$ cat config.mk
export PLATFORM = sky130hd
export DESIGN_NAME = logo_rle_run_decoder_top
export DESIGN_NICKNAME = d
export VERILOG_FILES = /design/src/lrd_pkg.sv /design/src/lrd_front.sv /design/src/lrd_cmd_queue.sv /design/src/lrd_back.sv /design/src/lrd_res_queue.sv /design/src/logo_rle_run_decoder_top.sv
export SDC_FILE = /design/constraint.sdc
export NUM_CORES = 1
export LEC_CHECK = 0
export BUFFER_PORTS_ARGS = -buffer_cell sky130_fd_sc_hd__buf_2
export CAP_MARGIN = 20
export CORE_MARGIN = 5
export CORE_UTILIZATION = 55
export CTS_CLUSTER_SIZE = 20
export DETAILED_ROUTE_END_ITERATION = 8
export PLACE_DENSITY = 0.76
export SYNTH_ARGS = -nofsm -noshare
export SYNTH_HDL_FRONTEND = slang
export SYNTH_SLANG_ARGS = --single-unit
$ cat constraint.sdc
create_clock -name clk -period 5.9 [get_ports clk]
set_input_delay 0.59 -clock clk [delete_from_list [all_inputs] [get_ports clk]]
set_output_delay 0.59 -clock clk [all_outputs]
set_load 0.1 [all_outputs]
$ cat src/lrd_pkg.sv
// ----------------------------------------------------------------------------
// lrd_pkg
// shared types, constants and codes for the run-length run decoder
// ----------------------------------------------------------------------------
package lrd_pkg;

	// image geometry
	localparam int IMAGE_WIDTH  = 100;
	localparam int IMAGE_HEIGHT = 17;
	localparam int IMG_TOTAL    = IMAGE_WIDTH * IMAGE_HEIGHT;

	// pixel counter and sum widths
	localparam int PW_W  = $clog2(IMG_TOTAL + 1);
	localparam int LEN_W = 10;
	localparam int SUM_W = ((PW_W > LEN_W) ? PW_W : LEN_W) + 1;

	// result field widths
	localparam int START_W  = 11;
	localparam int GRAY_W   = 8;
	localparam int STATUS_W = 3;
	localparam int LEVEL_W  = 4;

	// record header bits
	localparam logic [7:0]  SHORT_MARK = 8'h01;
	localparam logic [15:0] LONG_BAD   = 16'h0002;

	// status codes
	localparam logic [STATUS_W-1:0] ST_RUN    = 3'd0;
	localparam logic [STATUS_W-1:0] ST_OK     = 3'd1;
	localparam logic [STATUS_W-1:0] ST_TRUNC  = 3'd2;
	localparam logic [STATUS_W-1:0] ST_BADREC = 3'd3;
	localparam logic [STATUS_W-1:0] ST_BADLEN = 3'd4;
	localparam logic [STATUS_W-1:0] ST_TOTAL  = 3'd5;

	// command kinds from front to back
	localparam logic [1:0] CMD_NONE   = 2'd0;
	localparam logic [1:0] CMD_RUN    = 2'd1;
	localparam logic [1:0] CMD_BADREC = 2'd2;
	localparam logic [1:0] CMD_TRUNC  = 2'd3;

	// queue depths
	localparam int CMDQ_DEPTH = 2;
	localparam int RESQ_DEPTH = 4;

	typedef struct packed {
		logic [1:0]         kind;
		logic [LEN_W-1:0]   len;
		logic [LEVEL_W-1:0] level;
		logic               eod;
	} cmd_t;

	typedef struct packed {
		logic [START_W-1:0]  run_start;
		logic [LEN_W-1:0]    run_length;
		logic [GRAY_W-1:0]   gray;
		logic [STATUS_W-1:0] status;
		logic                last_of_item;
	} res_t;

	// results written by the back end in one cycle
	typedef struct packed {
		logic [1:0] cnt;
		res_t       r0;
		res_t       r1;
	} res_wr_t;

endpackage

$ cat src/lrd_front.sv
// ----------------------------------------------------------------------------
// lrd_front
// pairs stream bytes into records and classifies them into commands
// ----------------------------------------------------------------------------
module lrd_front (
	input  logic              clk,
	input  logic              arst_n,
	input  logic              accept,
	input  logic [7:0]        data_byte,
	input  logic              end_of_data,
	output lrd_pkg::cmd_t     cmd
);

	logic [7:0]  pend_byte_q;
	logic        pend_valid_q;
	logic [15:0] word;

	assign word = {data_byte, pend_byte_q};

	always_comb begin
		cmd.eod   = end_of_data;
		cmd.kind  = lrd_pkg::CMD_NONE;
		cmd.len   = '0;
		cmd.level = '0;
		if (pend_valid_q) begin
			if ((word & lrd_pkg::LONG_BAD) != 16'h0000) begin
				cmd.kind = lrd_pkg::CMD_BADREC;
			end else begin
				cmd.kind  = lrd_pkg::CMD_RUN;
				cmd.len   = word[11:2];
				cmd.level = word[15:12];
			end
		end else if ((data_byte & lrd_pkg::SHORT_MARK) != 8'h00) begin
			cmd.kind  = lrd_pkg::CMD_RUN;
			cmd.len   = lrd_pkg::LEN_W'(data_byte[3:1]);
			cmd.level = data_byte[7:4];
		end else if (end_of_data) begin
			cmd.kind = lrd_pkg::CMD_TRUNC;
		end
	end

	// low byte of a two-byte record waits here
	always_ff @(posedge clk or negedge arst_n) begin
		if (!arst_n) begin
			pend_valid_q <= 1'b0;
			pend_byte_q  <= '0;
		end else if (accept) begin
			if (end_of_data || pend_valid_q) begin
				pend_valid_q <= 1'b0;
			end else if ((data_byte & lrd_pkg::SHORT_MARK) == 8'h00) begin
				pend_valid_q <= 1'b1;
				pend_byte_q  <= data_byte;
			end
		end
	end

endmodule

$ cat src/lrd_cmd_queue.sv
// ----------------------------------------------------------------------------
// lrd_cmd_queue
// two-entry command queue between front and back
// ----------------------------------------------------------------------------
module lrd_cmd_queue (
	input  logic          clk,
	input  logic          arst_n,
	input  logic          wr_en,
	input  lrd_pkg::cmd_t wr_data,
	output logic          full,
	input  logic          rd_en,
	output logic          rd_valid,
	output lrd_pkg::cmd_t rd_data
);

	localparam int PTR_W = $clog2(lrd_pkg::CMDQ_DEPTH);

	lrd_pkg::cmd_t    mem [lrd_pkg::CMDQ_DEPTH];
	logic [PTR_W-1:0] wp_q;
	logic [PTR_W-1:0] rp_q;
	logic [PTR_W:0]   cnt_q;

	assign full     = (cnt_q == (PTR_W + 1)'(lrd_pkg::CMDQ_DEPTH));
	assign rd_valid = (cnt_q != '0);
	assign rd_data  = mem[rp_q];

	always_ff @(posedge clk) begin
		if (wr_en) begin
			mem[wp_q] <= wr_data;
		end
	end

	always_ff @(posedge clk or negedge arst_n) begin
		if (!arst_n) begin
			wp_q  <= '0;
			rp_q  <= '0;
			cnt_q <= '0;
		end else begin
			if (wr_en) begin
				wp_q <= wp_q + 1'b1;
			end
			if (rd_en) begin
				rp_q <= rp_q + 1'b1;
			end
			cnt_q <= cnt_q + (PTR_W + 1)'(wr_en) - (PTR_W + 1)'(rd_en);
		end
	end

endmodule

$ cat src/lrd_back.sv
// ----------------------------------------------------------------------------
// lrd_back
// pixel counter, error tracking and result generation
// ----------------------------------------------------------------------------
module lrd_back (
	input  logic            clk,
	input  logic            arst_n,
	input  logic            fire,
	input  lrd_pkg::cmd_t   cmd,
	output lrd_pkg::res_wr_t wr
);

	localparam logic [lrd_pkg::PW_W-1:0]  TOTAL_PW  = lrd_pkg::PW_W'(lrd_pkg::IMG_TOTAL);
	localparam logic [lrd_pkg::SUM_W-1:0] TOTAL_SUM = lrd_pkg::SUM_W'(lrd_pkg::IMG_TOTAL);

	logic [lrd_pkg::PW_W-1:0]  pw_q;
	logic                      halted_q;
	logic [lrd_pkg::PW_W-1:0]  pw_n;
	logic                      halted_n;
	logic [lrd_pkg::SUM_W-1:0] sum;
	logic                      active;
	logic                      err;
	logic                      have_a;
	logic                      have_s;
	lrd_pkg::res_t             ra;
	lrd_pkg::res_t             rs;

	assign active = !halted_q && (pw_q < TOTAL_PW);
	assign sum    = lrd_pkg::SUM_W'(pw_q) + lrd_pkg::SUM_W'(cmd.len);

	always_comb begin
		err      = 1'b0;
		have_a   = 1'b0;
		have_s   = 1'b0;
		pw_n     = pw_q;
		halted_n = halted_q;
		ra       = '0;
		rs       = '0;
		ra.run_start = lrd_pkg::START_W'(pw_q);
		if (active) begin
			case (cmd.kind)
				lrd_pkg::CMD_BADREC: begin
					have_a    = 1'b1;
					err       = 1'b1;
					ra.status = lrd_pkg::ST_BADREC;
				end
				lrd_pkg::CMD_TRUNC: begin
					have_a    = 1'b1;
					err       = 1'b1;
					ra.status = lrd_pkg::ST_TRUNC;
				end
				lrd_pkg::CMD_RUN: begin
					have_a = 1'b1;
					if (cmd.len == '0 || sum > TOTAL_SUM) begin
						err       = 1'b1;
						ra.status = lrd_pkg::ST_BADLEN;
					end else begin
						ra.status     = lrd_pkg::ST_RUN;
						ra.run_length = cmd.len;
						ra.gray       = {cmd.level, 4'h0};
						pw_n          = lrd_pkg::PW_W'(sum);
					end
				end
				default: begin
				end
			endcase
		end
		if (err) begin
			halted_n = 1'b1;
		end
		rs.run_start    = lrd_pkg::START_W'(pw_n);
		rs.status       = (pw_n == TOTAL_PW) ? lrd_pkg::ST_OK : lrd_pkg::ST_TOTAL;
		rs.last_of_item = 1'b1;
		if (cmd.eod) begin
			have_s   = !err && !halted_q;
			pw_n     = '0;
			halted_n = 1'b0;
		end
		ra.last_of_item = !have_s;

		wr    = '0;
		if (fire) begin
			wr.cnt = {1'b0, have_a} + {1'b0, have_s};
		end
		wr.r0 = have_a ? ra : rs;
		wr.r1 = rs;
	end

	always_ff @(posedge clk or negedge arst_n) begin
		if (!arst_n) begin
			pw_q     <= '0;
			halted_q <= 1'b0;
		end else if (fire) begin
			pw_q     <= pw_n;
			halted_q <= halted_n;
		end
	end

endmodule

$ cat src/lrd_res_queue.sv
// ----------------------------------------------------------------------------
// lrd_res_queue
// four-entry result queue, up to two writes and one read per cycle
// ----------------------------------------------------------------------------
module lrd_res_queue (
	input  logic             clk,
	input  logic             arst_n,
	input  lrd_pkg::res_wr_t wr,
	output logic             room,
	input  logic             rd_en,
	output logic             empty,
	output lrd_pkg::res_t    rd_data
);

	localparam int PTR_W = $clog2(lrd_pkg::RESQ_DEPTH);

	lrd_pkg::res_t    mem [lrd_pkg::RESQ_DEPTH];
	logic [PTR_W-1:0] wp_q;
	logic [PTR_W-1:0] rp_q;
	logic [PTR_W:0]   cnt_q;
	logic [PTR_W-1:0] wp1;

	assign wp1     = wp_q + 1'b1;
	assign empty   = (cnt_q == '0);
	assign room    = (cnt_q <= (PTR_W + 1)'(lrd_pkg::RESQ_DEPTH - 2));
	assign rd_data = mem[rp_q];

	always_ff @(posedge clk) begin
		if (wr.cnt != 2'd0) begin
			mem[wp_q] <= wr.r0;
		end
		if (wr.cnt == 2'd2) begin
			mem[wp1] <= wr.r1;
		end
	end

	always_ff @(posedge clk or negedge arst_n) begin
		if (!arst_n) begin
			wp_q  <= '0;
			rp_q  <= '0;
			cnt_q <= '0;
		end else begin
			wp_q <= wp_q + PTR_W'(wr.cnt);
			if (rd_en) begin
				rp_q <= rp_q + 1'b1;
			end
			cnt_q <= cnt_q + (PTR_W + 1)'(wr.cnt) - (PTR_W + 1)'(rd_en);
		end
	end

endmodule

$ cat src/logo_rle_run_decoder_top.sv
// ----------------------------------------------------------------------------
// logo_rle_run_decoder_top
// run-length decoder for a 4-bit gray stream, emits runs and a final status
// ----------------------------------------------------------------------------
//
// channel   direction  handshake         payload
// input     in         push / full       data_byte, end_of_data
// result    out        pop / empty       run_start, run_length, gray, status,
//                                        last_of_item
//
// one item per cycle sustained while the result queue has room: the front
// classifies a byte in the cycle it is taken, the back retires one command
// per cycle into the result queue; an item yielding two results (last run
// plus status) costs two result pops; the result drain sets the rate then
// full rises when the two-entry command queue is occupied, which happens only
// while the result queue has fewer than two free entries
// reset clears the pairing state, the pixel counter, the error flag and both
// queues; no clearing pass
// ----------------------------------------------------------------------------
module logo_rle_run_decoder_top (
	input  logic        clk,
	input  logic        arst_n,
	// input side
	input  logic        push,
	output logic        full,
	input  logic [7:0]  data_byte,
	input  logic        end_of_data,
	// result side
	output logic        empty,
	input  logic        pop,
	output logic [10:0] run_start,
	output logic [9:0]  run_length,
	output logic [7:0]  gray,
	output logic [2:0]  status,
	output logic        last_of_item
);

	logic             in_acc;      // item taken this cycle
	lrd_pkg::cmd_t    cmd_in;      // classified item from the front
	lrd_pkg::cmd_t    cmd_out;     // oldest command for the back
	logic             cmd_valid;
	logic             res_room;    // result queue can take two results
	logic             back_fire;   // back retires a command
	lrd_pkg::res_wr_t res_wr;
	lrd_pkg::res_t    res_head;
	logic             out_acc;

	assign in_acc    = push && !full;
	assign out_acc   = pop && !empty;
	assign back_fire = cmd_valid && res_room;

	// front: byte pairing and record classification
	lrd_front u_front (
		.clk         (clk),
		.arst_n      (arst_n),
		.accept      (in_acc),
		.data_byte   (data_byte),
		.end_of_data (end_of_data),
		.cmd         (cmd_in)
	);

	// decoupling queue between front and back
	lrd_cmd_queue u_cmd_queue (
		.clk      (clk),
		.arst_n   (arst_n),
		.wr_en    (in_acc),
		.wr_data  (cmd_in),
		.full     (full),
		.rd_en    (back_fire),
		.rd_valid (cmd_valid),
		.rd_data  (cmd_out)
	);

	// back: pixel count, range checks, run and status results
	lrd_back u_back (
		.clk    (clk),
		.arst_n (arst_n),
		.fire   (back_fire),
		.cmd    (cmd_out),
		.wr     (res_wr)
	);

	// result queue, also parts the output handshake from the back
	lrd_res_queue u_res_queue (
		.clk     (clk),
		.arst_n  (arst_n),
		.wr      (res_wr),
		.room    (res_room),
		.rd_en   (out_acc),
		.empty   (empty),
		.rd_data (res_head)
	);

	assign run_start    = res_head.run_start;
	assign run_length   = res_head.run_length;
	assign gray         = res_head.gray;
	assign status       = res_head.status;
	assign last_of_item = res_head.last_of_item;

`ifndef NO_ASSERTIONS
	// a status result always closes the results of its item
	a_status_last: assert property (@(posedge clk) disable iff (!arst_n)
		(!empty && status != lrd_pkg::ST_RUN) |-> last_of_item)
		else $error("status result without last_of_item");

	// runs that reach the output are never empty
	a_run_len: assert property (@(posedge clk) disable iff (!arst_n)
		(!empty && status == lrd_pkg::ST_RUN) |-> (run_length != '0))
		else $error("run of zero length emitted");

	// the back never writes results without room for two of them
	a_res_room: assert property (@(posedge clk) disable iff (!arst_n)
		(res_wr.cnt != 2'd0) |-> res_room)
		else $error("result queue overrun");

	// gray is always a level shifted by four
	a_gray: assert property (@(posedge clk) disable iff (!arst_n)
		!empty |-> (gray[3:0] == 4'h0))
		else $error("gray low nibble not zero");
`endif

endmodule

# Yosys cells after proc, flatten, opt, wreduce, memory -nomap -nowiden

Memories as Yosys holds them, arrays and structs flattened.
Cells that the tools add are included.

Memories: 2
Output and inout port bits: 35
Memory bits (writable): 166
Input port bits: 13
Word-level logic and storage cells: 91
Bits in registers: 32

Equality and inequality tests: 6
Reductions and logical operators: 24
Order comparisons: 3
Bitwise operators: 1
Multiplexer cells: 34
$add $sub $neg: 11

Memory list:

| memory          | depth | width | read ports | clocked after Yosys merged registers in | wr ports | line                | source |
|---|---|---|---|---|---|---|---|
| u_res_queue.mem | 4     | 33    | 1          | 0                                       | 2        | lrd_res_queue.sv:17 | `lrd_pkg::res_t mem [lrd_pkg::RESQ_DEPTH];` |
| u_cmd_queue.mem | 2     | 17    | 1          | 0                                       | 1        | lrd_cmd_queue.sv:18 | `lrd_pkg::cmd_t mem [lrd_pkg::CMDQ_DEPTH];` |

Operators by type and width:

| kind                                                 | number |
|---|---|
| 2-to-1 mux 11 bit                                    | 4 |
| 2-to-1 mux 18 bit                                    | 2 |
| 2-to-1 mux 33 bit                                    | 1 |
| 2-to-1 mux 21 bit                                    | 1 |
| 2-to-1 mux 16 bit                                    | 1 |
| 2-to-1 mux 1 bit                                     | 15 |
| 2-to-1 mux 14 bit                                    | 1 |
| adder 11 x 10 -> 12 bit                              | 1 |
| > comparator 12 x 11 -> 1 bit, second input constant | 1 |
| == test 11 bit, second input constant                | 1 |
| < comparator 11 bit, second input constant           | 1 |
| zero test 10 bit                                     | 1 |
| case mux 3 bit (3 select lines)                      | 1 |
| == test 2 bit, second input constant                 | 4 |
| zero test 8 bit                                      | 1 |
| 2-to-1 mux 2 bit                                     | 4 |
| nonzero test 2 bit                                   | 4 |
| 2-to-1 mux 7 bit                                     | 1 |
| 2-to-1 mux 3 bit                                     | 2 |
| logical AND 1 bit                                    | 5 |
| zero test 1 bit                                      | 5 |
| adder 2 x 1 -> 2 bit, second input constant          | 2 |
| AND reduction 2 bit                                  | 2 |
| adder 3 x 2 -> 3 bit                                 | 1 |
| 15 further kinds                                     | 17 |

# Longest topological paths before layout

An unclocked memory read counts as a cell.

Depth after elaboration: 15
Gate-level depth with buffers: 24
Gate-level depth less buffers: 19

# By module

From an unflattened synthesis, not the netlist that was laid out.

Cell total of the unflattened synthesis: 737
Area total of the unflattened synthesis: 10812.9 um^2

By module, submodules not included:

| module                   | area each (um^2) | cells each | seq. area each (um^2) | instances |
|---|---|---|---|---|
| lrd_res_queue            | 6817.8           | 359        | 4139.0                | 1 |
| lrd_back                 | 2008.2           | 263        | 300.3                 | 1 |
| lrd_cmd_queue            | 1476.4           | 68         | 1121.1                | 1 |
| lrd_front                | 476.7            | 44         | 200.2                 | 1 |
| logo_rle_run_decoder_top | 33.8             | 3          | 0.0                   | 1 |

# Worst setup path before layout

OpenSTA, ideal clock, no wires.

Path type: flip-flop to flip-flop
Start point: reg u_cmd_queue.rp_q
End point: mem u_res_queue.mem[0][22] (netlist name) (enable)
Arrival: 5710 ps
Stages on the path, launching flop included: 21
Required time: 5549 ps
Path buffers: 3
Period minus slack after synthesis: 6061 ps
Setup time: 351 ps
Path slack: -161 ps
Cell sequence: dfrtp_1 > clkbuf_1 > buf_1 > buf_1 > mux2i_1 > inv_1 > ha_1 > fa_1 > a21o_1 > a221oi_4 > mux2i_1 > o211a_1 > o2111a_2 > nor3_1 > o21bai_1 > and3_1 > ha_1 > o21ai_1 > nor3_1 > nor2_1 > inv_1

RTL lines:

| item                   | line                | source |
|---|---|---|
| from (decl)            | lrd_cmd_queue.sv:20 | `logic [PTR_W-1:0] rp_q;` |
| from (signal assigned) | lrd_cmd_queue.sv:43 | `rp_q <= rp_q + 1'b1;` |
| to (decl)              | lrd_res_queue.sv:17 |  |

==> out/qor.txt <==
status: completed
final worst path period need: 5530 ps
P&R area growth vs syn: 12.3%
Global Route Usage Sum: 23.8%
clk slew on worst S/H paths: 70 ps
synthesized netlist cell count: 764
Max Freq: 181 MHz
initial DRC count: 596
Synth async-reset ratio: 17.1%
Vias/cell: 6.11
count of max-cap constraint violations: 0
fin nets: 848
ANT cells: 0
share of Yosys cell area claimed by the top area cell type: 28.1%
syn_area_per_cell: 11.5 sq um
ys flop type: edfxtp_1
largest net degree at the start of global routing: 32
crit-path cells: mux2i_1 > inv_1 > ha_1 > fa_1 > a21o_1 > a21oi_2 > xor2_1 > and4_4 > o2111a_2 > nor3_1 > o21bai_1 > and3_1 > ha_1 > nand2_1 > nor4_1 > a21o_1 > a22o_1
FF+latch count, synth: 181
row count: 46
fraction of layout cells with a size suffix above 1: 22.0%
Netlist Area Pre-Place: 8760 sq um
CP max stage delay: 590 ps
Core ar.: 15800 sq um
crit path max fanout: 12
post-synthesis sequential area ratio: 52.5%
endpoint type of the worst setup path: flip-flop
wire per inst: 20.5 um
period utilization: 93.7%
Netlist cell types: 72
Post-synth EDFFs: 82
CP required: 6200 ps
Hold Fails Final Rpt: 0
# IOs: 48
Post-synth top cells: nand2_1, edfxtp_1, dfxtp_1, o21ai_1
Initial Util: 55.5%
CTS buffer count: 17
clk_skew: 8.06 ps
DR vias: 6388
Synth area leader: edfxtp_1
clk sinks: 181
H-tree Lvls: 4
max-slew violation count: 0
WL final: 21400 um
min-delay worst type: primary input to async pin
Critical Path AT: 5830 ps
die area: 18600 sq um
DRC Markers: 0
PortBufs: 43
actual slew at the worst max-slew pin: 831 ps
Rel. slew slack: 44.6%
routability cong.: 0.953
CTS tree: yes
Die W: 136 um
crit path kind: flip-flop to flip-flop
RSZ-0062 raised after global routing: no
CP max stage cell: nor4_1
Die Y: 136 um
synth warn: 0
Skew-Pair Late Insertion Delay: 440 ps
count leader, synth: nand2_1
initial antenna violation count: 0
vias in the first global route: 6436
Startpoint Class: flip-flop
global-route wire length before repair: 33700 um
Pre-antenna DRT Iters: 5
Clock Path Buffers: 2
GR Overflow Total: 0
post-DP HPWL: 15100 um
post-route ant nets: 0
clock root buffer master: clkbuf_16
Final setup viols: 0
Total Neg Setup Slack: 0 ps
Synth area leaders: edfxtp_1, dfxtp_1, dfrtp_1, mux4_2, nand2_1
state kept, by name, summed over array words and instances (netlist names):
name	cells
u_res_queue.cnt_q	3
u_cmd_queue.wp_q	1
u_front.pend_valid_q	1
u_back.halted_q	1
u_front.pend_byte_q	7
u_cmd_queue.rp_q	1
u_cmd_queue.cnt_q	2
u_res_queue.wp_q	2
u_res_queue.rp_q	2
u_cmd_queue.mem	34
u_back.pw_q	11
u_res_queue.mem	116
metrics by stage:
stage | worst slack (ps) | cell area (sq um) | utilization, % | cells | hold slack, ps
2_1_floorplan | 25.0 | 8770 | - | 767 | 294
3_3_place_gp | 385 | 9180 | 58.2 | 1008 | 430
3_5_place_dp | 115 | 9180 | 58.2 | 1008 | 441
4_1_cts | 116 | 9770 | 62.0 | 1041 | 254
5_1_grt | 63.5 | 9840 | 62.4 | 1045 | 282
6_report | 371 | 9840 | 62.4 | 1045 | 245
per-layer routing:
metal / track usage, % / up-vias / wire length, um
li1: - / 2930 / -
met1: 30.3 / 3152 / 8810
met2: 40.5 / 260 / 10900
met3: 4.00 / 46 / 1190
met4: 9.46 / 0 / 544
met5: 0 / - / 0
path summary, 6_finish.rpt:
kind,slack [ps],cells past startpoint,to,startpoint
setup / recovery,370,17,u_res_queue.mem[1][29]$_DFFE_PP_,u_cmd_queue.rp_q$_DFFE_PN0P_
min in group clk,370,1,u_cmd_queue.mem[0][0]$_DFFE_PP_,end_of_data
setup reg to reg,370,17,u_res_queue.mem[1][29]$_DFFE_PP_,u_cmd_queue.rp_q$_DFFE_PN0P_
max in group asynchronous,5080,1,u_res_queue.rp_q[0]$_DFFE_PN0P_,arst_n
hold / removal,240,1,u_front.pend_byte_q[5]$_DFFE_PN0P_,arst_n
hold reg to reg,450,2,u_res_queue.mem[3][18]$_SDFFE_PP0P_,u_res_queue.mem[3][18]$_SDFFE_PP0P_
area by class of cell:
type | instances | area [sq um]
tap | 216 | 270
sequential | 181 | 4600
timing repair buffer | 74 | 473
fill | 1263 | 5930
clock inverter | 15 | 160
clock buffer | 17 | 425
inverter | 30 | 116
multi-input combinational | 512 | 3790
cells in the final DEF, fill, tap and decap left out, types with 5 or more instances in the layout:
| cell | n |
|---|---|
| o21ai_1 | 61 |
| o21ai_0 | 29 |
| ha_1 | 17 |
| inv_1 | 29 |
| inv_6 | 5 |
| mux4_2 | 29 |
| clkbuf_16 | 17 |
| dfxtp_1 | 68 |
| dfrtp_1 | 29 |
| nand3_2 | 6 |
| buf_4 | 29 |
| xor2_1 | 8 |
| nand3_1 | 7 |
| a22o_1 | 31 |
| buf_2 | 43 |
| edfxtp_1 | 82 |
| a21oi_1 | 18 |
| nor3_1 | 9 |
| or2_2 | 6 |
| mux2_2 | 8 |
| nor2_1 | 26 |
| mux2i_1 | 18 |
| xnor2_1 | 10 |
| nand2b_1 | 5 |
| o211ai_1 | 8 |
| and3_1 | 5 |
| o21ai_2 | 10 |
| a21o_1 | 5 |
| and2_1 | 15 |
| nand2_1 | 104 |
logic make-up after synthesis:
group / Yosys count / share of synthesized area (%)
AOI/OAI and AO/OA: 201 / 15.6
xor gates and xnor gates: 18 / 1.80
adders and majority gates: 19 / 2.89
buffers and inverters: 74 / 4.40
DFF: 181 / 52.5
muxes: 55 / 10.5
other: 1 / 0.0428
and+or+nand+nor: 215 / 12.2
worst max-delay path, delay by kind of cell, from the launching register on:
family	cells	cell delay, ps
AOI/OAI and AO/OA	6	1770
xor gates and xnor gates	1	380
adders and majority gates	3	840
buffers and inverters	1	90
DFF	1	530
muxes	1	370
and+or+nand+nor	5	1400
repair_timing:
item / in CTS / in global routing
pin swaps: 1 / 2
resized for setup: 0 / 3
gates cloned: 0 / 0
buffers inserted: 1 / 3
endpoints found under the setup margin: 1 / 89
hold buffers: 0 / 0
Power is left out: the tool's default activity adds up to more than one toggle a clock period on the data nets, which glitch-free logic cannot reach.
